--- config.mk ---
export PLATFORM = sky130hd
export DESIGN_NAME = indexed_sequence_store_unit
export DESIGN_NICKNAME = d
export VERILOG_FILES = /design/src/design/iss_pkg.sv /design/src/design/iss_ram.sv /design/src/design/indexed_sequence_store_unit.sv
export SDC_FILE = /design/constraint.sdc
export NUM_CORES = 2
export LEC_CHECK = 0
export BUFFER_PORTS_ARGS = -buffer_cell sky130_fd_sc_hd__buf_2
export CORE_MARGIN = 1
export CORE_UTILIZATION = 47
export DETAILED_ROUTE_END_ITERATION = 8
export PLACE_DENSITY_LB_ADDON = 0.15
export SLEW_MARGIN = 20
export SYNTH_ARGS = -nofsm -noshare
export SYNTH_HDL_FRONTEND = slang
export SYNTH_SLANG_ARGS = --single-unit
--- constraint.sdc ---
create_clock -name clk -period 5.65 [get_ports clk]
set_input_delay 0.2825 -clock clk [delete_from_list [all_inputs] [get_ports clk]]
set_output_delay 0.2825 -clock clk [all_outputs]
set_load 0.01 [all_outputs]
--- src/design/iss_pkg.sv ---
package iss_pkg;

  localparam int CAPACITY = 64;
  localparam int DATA_W   = 32;
  localparam int ADDR_W   = $clog2(CAPACITY);
  localparam int CNT_W    = 7;

  typedef enum logic [2:0] {
    REQ_APPEND    = 3'd0,
    REQ_PREPEND   = 3'd1,
    REQ_INSERT    = 3'd2,
    REQ_POP_LAST  = 3'd3,
    REQ_POP_FIRST = 3'd4,
    REQ_REMOVE    = 3'd5,
    REQ_READ      = 3'd6,
    REQ_CLEAR     = 3'd7
  } req_t;

  typedef enum logic [1:0] {
    ST_OK    = 2'd0,
    ST_FULL  = 2'd1,
    ST_EMPTY = 2'd2,
    ST_INDEX = 2'd3
  } status_t;

  typedef enum logic [2:0] {
    S_IDLE,
    S_RD_WAIT,
    S_SH_RD,
    S_SH_WR,
    S_INS_WR,
    S_DN_RD,
    S_DN_WR,
    S_DONE
  } state_t;

endpackage

--- src/design/iss_ram.sv ---
module iss_ram #(
  parameter int WIDTH = 32,
  parameter int DEPTH = 64
) (
  input  logic                     clk,
  input  logic                     we,
  input  logic [$clog2(DEPTH)-1:0] waddr,
  input  logic [WIDTH-1:0]         wdata,
  input  logic [$clog2(DEPTH)-1:0] raddr,
  output logic [WIDTH-1:0]         rdata
);

  logic [WIDTH-1:0] mem [DEPTH];

  always_ff @(posedge clk) begin
    if (we) begin
      mem[waddr] <= wdata;
    end
    rdata <= mem[raddr];
  end

endmodule

--- src/design/indexed_sequence_store_unit.sv ---
// Ordered store of up to CAPACITY signed words held in a single-port-write,
// registered-read RAM.
// Input channel: a request word (in_req_type, in_position, in_data_in) is
// taken at a rising edge where start is high and busy is low.
// Result channel: exactly one result word per request, shown for one cycle
// with out_strobe high; the receiver cannot stall it.
// Sequencing: append, prepend or insert at the end, clear and every rejected
// request give their result in the cycle after acceptance. Reads and pops
// pass through S_RD_WAIT. An insert or prepend that moves entries loops
// S_SH_RD/S_SH_WR then S_INS_WR; remove and pop first loop S_DN_RD/S_DN_WR.
// Each moved entry costs one RAM read and one RAM write, which sets the rate.
// busy stays high from acceptance until the cycle with out_strobe.
// A new request can be taken from the cycle after the strobe, so requests
// never overlap.
// Reset clears the entry count; RAM contents are not cleared, since only
// entries below the count are ever read.
module indexed_sequence_store_unit (
  input  logic                        clk,
  input  logic                        rst_n,
  input  logic                        start,
  output logic                        busy,
  input  logic [2:0]                  in_req_type,
  input  logic [iss_pkg::CNT_W-1:0]   in_position,
  input  logic signed [31:0]          in_data_in,
  output logic                        out_strobe,
  output logic signed [31:0]          out_data_out,
  output logic [iss_pkg::CNT_W-1:0]   out_entry_count,
  output logic [1:0]                  out_status
);
  import iss_pkg::*;

  state_t              state_r, state_nxt;
  logic [CNT_W-1:0]    count_r, count_nxt;
  logic [CNT_W-1:0]    idx_r, idx_nxt;
  logic [CNT_W-1:0]    lo_r, lo_nxt;
  req_t                req_r, req_nxt;
  logic [DATA_W-1:0]   data_r, data_nxt;
  logic [DATA_W-1:0]   dout_r, dout_nxt;
  status_t             status_r, status_nxt;

  logic                mem_we;
  logic [CNT_W-1:0]    waddr;
  logic [DATA_W-1:0]   wdata;
  logic [CNT_W-1:0]    raddr;
  logic [DATA_W-1:0]   rdata;
  logic [CNT_W-1:0]    ins_at;
  req_t                in_req;

  iss_ram #(.WIDTH(DATA_W), .DEPTH(CAPACITY)) u_ram (
    .clk   (clk),
    .we    (mem_we),
    .waddr (waddr[ADDR_W-1:0]),
    .wdata (wdata),
    .raddr (raddr[ADDR_W-1:0]),
    .rdata (rdata)
  );

  assign in_req = req_t'(in_req_type);

  always_ff @(posedge clk) begin
    if (!rst_n) begin
      state_r  <= S_IDLE;
      count_r  <= '0;
    end else begin
      state_r  <= state_nxt;
      count_r  <= count_nxt;
    end
    idx_r    <= idx_nxt;
    lo_r     <= lo_nxt;
    req_r    <= req_nxt;
    data_r   <= data_nxt;
    dout_r   <= dout_nxt;
    status_r <= status_nxt;
  end

  always_comb begin
    state_nxt  = state_r;
    count_nxt  = count_r;
    idx_nxt    = idx_r;
    lo_nxt     = lo_r;
    req_nxt    = req_r;
    data_nxt   = data_r;
    dout_nxt   = dout_r;
    status_nxt = status_r;
    mem_we     = 1'b0;
    waddr      = idx_r;
    wdata      = rdata;
    raddr      = idx_r;
    ins_at     = count_r;

    unique case (state_r)
      S_IDLE: begin
        if (start) begin
          req_nxt    = in_req;
          data_nxt   = in_data_in;
          dout_nxt   = '0;
          status_nxt = ST_OK;
          state_nxt  = S_DONE;
          case (in_req) inside
            REQ_APPEND, REQ_PREPEND, REQ_INSERT: begin
              if (in_req == REQ_PREPEND) begin
                ins_at = '0;
              end else if (in_req == REQ_INSERT) begin
                ins_at = in_position;
              end
              if (count_r >= CNT_W'(CAPACITY)) begin
                status_nxt = ST_FULL;
              end else if (ins_at > count_r) begin
                status_nxt = ST_INDEX;
              end else if (ins_at == count_r) begin
                mem_we    = 1'b1;
                waddr     = count_r;
                wdata     = in_data_in;
                count_nxt = count_r + 1'b1;
              end else begin
                idx_nxt   = count_r;
                lo_nxt    = ins_at;
                state_nxt = S_SH_RD;
              end
            end
            REQ_POP_LAST, REQ_POP_FIRST: begin
              if (count_r == '0) begin
                status_nxt = ST_EMPTY;
              end else begin
                raddr     = (in_req == REQ_POP_LAST) ? count_r - 1'b1 : '0;
                idx_nxt   = '0;
                state_nxt = S_RD_WAIT;
              end
            end
            REQ_REMOVE, REQ_READ: begin
              if (count_r == '0) begin
                status_nxt = ST_EMPTY;
              end else if (in_position >= count_r) begin
                status_nxt = ST_INDEX;
              end else if (in_req == REQ_READ) begin
                raddr     = in_position;
                state_nxt = S_RD_WAIT;
              end else begin
                idx_nxt   = in_position;
                state_nxt = S_DN_RD;
              end
            end
            default: begin
              count_nxt = '0;
            end
          endcase
        end
      end
      S_RD_WAIT: begin
        dout_nxt = rdata;
        if (req_r == REQ_POP_LAST) begin
          count_nxt = count_r - 1'b1;
          state_nxt = S_DONE;
        end else if (req_r == REQ_POP_FIRST) begin
          state_nxt = S_DN_RD;
        end else begin
          state_nxt = S_DONE;
        end
      end
      S_SH_RD: begin
        raddr     = idx_r - 1'b1;
        state_nxt = S_SH_WR;
      end
      S_SH_WR: begin
        mem_we  = 1'b1;
        waddr   = idx_r;
        wdata   = rdata;
        idx_nxt = idx_r - 1'b1;
        state_nxt = (idx_r - 1'b1 == lo_r) ? S_INS_WR : S_SH_RD;
      end
      S_INS_WR: begin
        mem_we    = 1'b1;
        waddr     = lo_r;
        wdata     = data_r;
        count_nxt = count_r + 1'b1;
        state_nxt = S_DONE;
      end
      S_DN_RD: begin
        if (idx_r + 1'b1 >= count_r) begin
          count_nxt = count_r - 1'b1;
          state_nxt = S_DONE;
        end else begin
          raddr     = idx_r + 1'b1;
          state_nxt = S_DN_WR;
        end
      end
      S_DN_WR: begin
        mem_we    = 1'b1;
        waddr     = idx_r;
        wdata     = rdata;
        idx_nxt   = idx_r + 1'b1;
        state_nxt = S_DN_RD;
      end
      S_DONE: begin
        state_nxt = S_IDLE;
      end
      default: begin
        state_nxt = S_IDLE;
      end
    endcase
  end

  assign busy            = (state_r != S_IDLE);
  assign out_strobe      = (state_r == S_DONE);
  assign out_data_out    = dout_r;
  assign out_entry_count = count_r;
  assign out_status      = status_r;

  a_count_bound: assert property (@(posedge clk) disable iff (!rst_n)
    count_r <= CNT_W'(CAPACITY))
    else $error("Entry count exceeds capacity.");

  a_accept_busy: assert property (@(posedge clk) disable iff (!rst_n)
    start && !busy |=> busy)
    else $error("Accepted request did not raise busy.");

  a_full_count: assert property (@(posedge clk) disable iff (!rst_n)
    out_strobe && out_status == ST_FULL |-> out_entry_count == CNT_W'(CAPACITY))
    else $error("Full status reported on a store that is not full.");

  a_strobe_once: assert property (@(posedge clk) disable iff (!rst_n)
    out_strobe |=> !out_strobe)
    else $error("Result strobe held for more than one cycle.");

endmodule
# ---- Word-level counts from Yosys, hierarchy flattened
# Memories as Yosys holds them, arrays and structs flattened. A register that Yosys moved wholly into a read port is not among the register bits.
# Index checks and enable logic that the tools add are counted.
dict set report totals {
  regBits 93
  ramBits 2048
  output_inout_bits 43
  memories 1
}
dict set report classes {
  n_addsub 4
  n_lt_le_gt_ge 4
  n_eq_ne 31
  n_mux 84
  bitwise 3
  n_reduce_logical 16
}
# name words word_bits read_ports rd_clocked_by_memory_dff write_ports line
set memory_table {}
lappend memory_table {u_ram.mem 64 32 1 1 1 iss_ram.sv:13} ;# logic [WIDTH-1:0] mem [DEPTH];
# op count
set op_table {}
lappend op_table {{32-bit 2-to-1 mux} 6}
lappend op_table {{7-bit 2-to-1 mux} 25}
lappend op_table {{32-bit one-hot mux with 2 select lines} 2}
lappend op_table {{6-bit 2-to-1 mux} 15}
lappend op_table {{3-bit 2-to-1 mux} 12}
lappend op_table {{7-bit one-hot mux with 4 select lines} 1}
lappend op_table {{3-bit equality test, second input constant} 8}
lappend op_table {{3-bit one-hot mux with 8 select lines} 1}
lappend op_table {{7-bit one-hot mux with 3 select lines} 1}
lappend op_table {{2-bit 2-to-1 mux} 10}
lappend op_table {{6-bit one-hot mux with 3 select lines} 1}
lappend op_table {{3-bit by 2-bit equality test with 1-bit output, second input constant} 5}
lappend op_table {{7-bit by 1-bit adder with 7-bit output, second input constant} 2}
lappend op_table {{7-bit equality test} 2}
lappend op_table {{7-bit >= comparator} 2}
lappend op_table {{7-bit by 1-bit subtractor with 7-bit output, second input constant} 2}
lappend op_table {{3-bit != test, second input constant} 4}
lappend op_table {{6-bit one-hot mux with 2 select lines} 1}
lappend op_table {{10-bit AND reduction} 1}
lappend op_table {{9-bit AND reduction} 1}
lappend op_table {{1-bit 2-to-1 mux} 8}
lappend op_table {{4-bit by 2-bit != test with 1-bit output, second input constant} 2}
lappend op_table {{4-bit by 3-bit != test with 1-bit output, second input constant} 2}
lappend op_table {{7-bit >= comparator, second input constant} 1}
lappend op_table {{16 further kinds} 27}

# ---- Depth between registers and ports, before layout
dict set report depth {
  ltp_word 15
  mapped_depth 20
  ltp_nobuf 16
}

# ---- By module
# Synthesis repeated with hierarchy kept, for this count alone.
dict set report hier_totals {
  cells_unflattened 4155
  hier_area_um2 85265.5
}
# mod instances cells_per_inst area_each_um2 seq_area_each_um2
set by_module_without_submodules {}
lappend by_module_without_submodules {iss_ram 1 3511 79039.6 62139.6}
lappend by_module_without_submodules {indexed_sequence_store_unit 1 644 6226.0 2692.6}

# ---- Worst setup path after synthesis
# No wires, ideal clock.
dict set report synth_timing {
  path_kind {input to register}
  from {in in_req_type[1]}
  to {mem u_ram.mem[37][0], enable pin}
  setup_time_ns 0.421
  t_arrival_ns 4.784
  required_ns 5.229
  slack_ns 0.445
  stages 13
  path_cell_list {clkbuf_1 a21oi_1 clkbuf_1 o22ai_1 ha_1 nand4_1 nor4_1 a21oi_1 nor3_1 o21ai_1 or3_1 clkbuf_1 nor2_1}
}
dict set report synth_via {
  elab_chain_len 15
}
# item line
set synth_lines {}
lappend synth_lines {{from (decl)} indexed_sequence_store_unit.sv:22} ;# input logic [2:0] in_req_type,
lappend synth_lines {{branches (longest 15 deep; another with 7-bit greater-than comparator)} n/a}
lappend synth_lines {{to (decl)} iss_ram.sv:13}
# Parallel ways; which one is timed is not known. The select of a mux whose other input is x is not followed.

# ---- Worst setup path after layout
dict set report layout_timing {
  from {reg idx_r[4]}
  to {reg u_ram.rdata[3], read port of u_ram.mem}
}
dict set report layout_via {
  elab_chain_len 8
}
# item line
set layout_lines {}
lappend layout_lines {{from (decl)} indexed_sequence_store_unit.sv:34} ;# logic [CNT_W-1:0] idx_r, idx_nxt;
lappend layout_lines {{from (signal assigned)} indexed_sequence_store_unit.sv:68} ;# idx_r <= idx_nxt;
lappend layout_lines {{branches (longest 7 deep; another with 7-bit by 1-bit adder with 7-bit output)} n/a}
lappend layout_lines {{6-bit one-hot mux with 3 select lines *} indexed_sequence_store_unit.sv:91} ;# unique case (state_r)
lappend layout_lines {{to (decl)} iss_ram.sv:10} ;# output logic [WIDTH-1:0] rdata
# Mark *: on every way between the ends.
# A chain may end at the register's enable or synchronous reset.

==> run summary <==
Tcrit/Tclk final: 97.8%
Setup TNS: 0 ns
Crit end category: register
DP Area: 0.0930 mm^2
DRT Pass-1 Iters: 6
Post-Syn Instances: 5,506
NetSw: 27,900 uW
Int Power: 40,300 uW
Switching portion of total power: 40.9%
Layout cells sized above 1: 15.2%
Synth Cell Area: 0.0864 mm^2
Leakage: 0.0353 uW
Flop pwr share: 34.0%
Max stage delay on crit path: 0.71 ns
Reg-to-Reg End: u_ram.rdata[3]$_DFF_P_
Max_cap viols: 0
Crit Path Max Fanout: 32
Hold_sp: in_position[5]
Status: completed
Synth Register Bits: 2,173
Placed Cells: 8,074
FFs w/ async S/R, synth: 0%
Hold worst-path end: lo_r[5]$_DFFE_PP_
Nets: 5,944
Clock Tree Root: clkbuf_16
Core ar.: 0.183 mm^2
Routed WL: 250,000 um
Power share of the combinational group: 45.4%
Syn Nets: 5,577
Fin Hold WS: 0.0612 ns
Endpoints failing hold: 0
VDD IR-drop max: 0.452 mV
Post-route insts no fill: 8,519
CP Class: register to register
Clock tree buffer depth: 3
First-pass GRT wire length: 358,000 um
Overall Global Routing Usage: 26.7%
Die X: 431 um
Warnings, synthesis: 0
Vias: 51,400
Slew HR: 21.5%
Top FF cell, synth: edfxtp_1
Top post-synthesis cells by area: edfxtp_1 74%, mux2i_1 8.1%, nand2_1 2.9%, o22ai_1 2.0%, nand3_1 1.2%
CTS tree: done
Most numerous cell on the critical path: and3_1
DRT iter0 DRCs: 5,511
Syn Area/Cell: 15.7 um^2
Sequential-to-total area share from yosys stat: 75.0%
Clk_skew: 0.0328 ns
Number of global-route vias before repair: 49,500
Crit path DAT: 6.25 ns
Full die area: 0.186 mm^2
Fmax: 0.181 GHz
Top cells by count, synth: 2,131 x edfxtp_1, 699 x mux2i_1, 669 x nand2_1, 282 x o22ai_1, 206 x nand3_1
GP Congestion: 0.903
Setup crit start kind: register
Clock slew at the register clock pins of the worst setup and hold paths: 0.06 ns
Post-synth top area share: 74.0%
CP max-delay cell: edfxtp_1
FF-to-FF setup slack: 0.12 ns
Final Max Slew Viols: 0
Worst-Margin Slew: 1.18 ns
IO buf count: 87
RSZ-0062 raised after global routing: no
Worst Setup SP: idx_r[4]$_DFFE_PP_
Clk Latency, worst-skew pair: 0.86 ns
Pwr Density: 679 mW/mm^2
Top Ports: 88
EDFF count, synth: 2,131
Antenna cell count: 0
Antenna violations before repair: 0
Min-delay worst type: primary input to register
Period minus WS final: 5.53 ns
Crit-path cells: and3_1 -> nand3_1 -> xnor2_1 -> ha_1 -> a21o_1 -> a21oi_1 -> a22oi_1 -> a311oi_2 -> o41a_2 -> buf_12 -> buf_4 -> mux2i_1 -> nor3_1 -> a2111oi_0 -> and3_1 -> o311ai_1
Crit path required time: 6.37 ns
FILL cells: 14,500
DRC errors left: 0
Routed WL per cell: 29.3 um
Setup violators final: 0
Yosys cell types: 77
Worst Reg2Reg Path Length in Cells: 16
Cells on Worst Hold Path: 3
Vias per std cell: 6.04
Gr ovfl total: 0
CTS H-tree lvls: 4
Clock sinks: 2,173
Total power: 68,200 uW
R2r startpoint: idx_r[4]$_DFFE_PP_
Die height: 431 um
TritonCTS Buffers: 218
Post-route cell area: 0.100 mm^2
Synth area leader: edfxtp_1
Syn-to-layout area delta: 16.2%
Antenna Nets Post-Route: 0
Final HPWL DP: 145,000 um
Largest net degree at the start of global routing: 94
Initial Util: 47.3%
Clk network pwr share: 20.5%
Row count: 157
Most common cell in the netlist: edfxtp_1
[layout make-up]
class	count	area [um^2]	share of cell area [%]
clock buffer	285	5910	5.89
clock inverter	117	988	0.985
inverter	47	185	0.184
multi-input combinational	2941	20500	20.4
sequential	2173	64800	64.6
tap	2464	3080	3.07
timing repair buffer	492	4890	4.87
[placed cells by master, fill, tap and decap left out, types with 11 or more instances in the layout]
cell type and n:
clkbuf_16 224, mux2_2 33, nor3_1 89, a31oi_1 37, nor2_4 70, a32oi_1 50
buf_12 105, mux2i_1 699, o31ai_1 15, bufinv_16 13, o2111ai_1 11, edfxtp_1 2131
ha_1 26, a22oi_1 20, o41ai_1 54, inv_2 24, nor2_1 61, xnor2_1 11
o21ai_0 75, clkbuf_1 53, and2_1 39, clkinv_2 39, a21oi_1 65, buf_4 259
and3_1 128, clkinv_1 57, dfxtp_1 42, o22ai_1 282, a2111oi_0 28, o311ai_1 26
nand3_1 202, dlygate4sd3_1 41, inv_1 18, nand4_1 44, nand2_1 664, buf_2 87
a222oi_1 29
[timing repair]
action / in CTS / in global routing
resized for setup: 3 / 5
buffers inserted: 0 / 2
pin swaps: 0 / 1
hold buffers: 41 / 0
endpoints found under the setup margin: 3 / 23
hold endpoints to repair: 54 / 0
[worst max-delay path: cells and delay by family, from the launching register on]
| family | cells | cell delay (ns) |
|---|---|---|
| AO/OA/AOI/OAI | 7 | 2.19 |
| XOR/XNOR | 1 | 0.37 |
| adder cells (fa/ha/maj) | 1 | 0.34 |
| buffers and inverters | 2 | 0.68 |
| flip-flops | 1 | 0.71 |
| multiplexers | 1 | 0.25 |
| AND/OR/NAND/NOR | 4 | 0.76 |
[power by group through the flow]
| stage | sequential [uW] | combinational, uW | clock, uW |
|---|---|---|---|
| 3_3_place_gp | 23500 | 30500 | 0 |
| 4_1_cts | 23200 | 30900 | 14200 |
| 2_1_floorplan | 23200 | 17700 | 0 |
| 6_report | 23200 | 31000 | 14000 |
| 5_1_grt | 23300 | 32700 | 14800 |
| 3_5_place_dp | 23500 | 30800 | 0 |
[sequential cells by signal (all words and copies together), names as in the netlist]
register / flops
u_ram.mem: 2048
data_r: 32
out_data_out: 32
u_ram.rdata: 32
idx_r: 7
lo_r: 7
out_entry_count: 7
req_r: 3
state_r: 3
out_status: 2
[layer usage]
metal | share of wire [%] | up-vias | wire length [um] | GRT usage, %
li1 | - | 22400 | - | -
met1 | 43 | 26600 | 107000 | 37.9
met2 | 47 | 2073 | 119000 | 42.5
met3 | 6.6 | 358 | 16600 | 3.49
met4 | 3.3 | 0 | 8210 | 9.02
met5 | 0 | - | 0 | 0
[stage by stage]
| stage | worst slack, ns | util (%) |
|---|---|---|
| after floorplan | 0.445 | - |
| after global placement | -0.495 | 50.9 |
| after detailed placement | -0.206 | 50.9 |
| after CTS | 0.00833 | 54.9 |
| after global routing | 0.0296 | 54.9 |
| final | 0.124 | 54.9 |
[kinds of logic (layout without fill, tap and decap cells)]
logic type / count (synthesis) / in the layout / share of synthesized area, %
muxes: 739 / 739 / 8.62
buffers and inverters: 392 / 941 / 2.16
adders and majority gates: 26 / 26 / 0.376
AOI/OAI and AO/OA: 797 / 797 / 6.53
and+or+nand+nor: 1359 / 1359 / 7.12
xor gates and xnor gates: 20 / 20 / 0.203
DFF: 2173 / 2173 / 75.0
[how the worst max path moves through the flow]
stage	end	slack, ns	cells after the start
2_1_floorplan	u_ram.mem[37][0]$_DFFE_PP_	0.44	13
3_5_place_dp	u_ram.rdata[17]$_DFF_P_	-0.21	16
4_1_cts	u_ram.rdata[25]$_DFF_P_	0.008	16
6_report	u_ram.rdata[3]$_DFF_P_	0.12	16
3_3_place_gp	u_ram.rdata[3]$_DFF_P_	-0.50	17
5_1_grt	u_ram.rdata[12]$_DFF_P_	0.03	17
No activity file was read; power rests on OpenSTA's default activity.
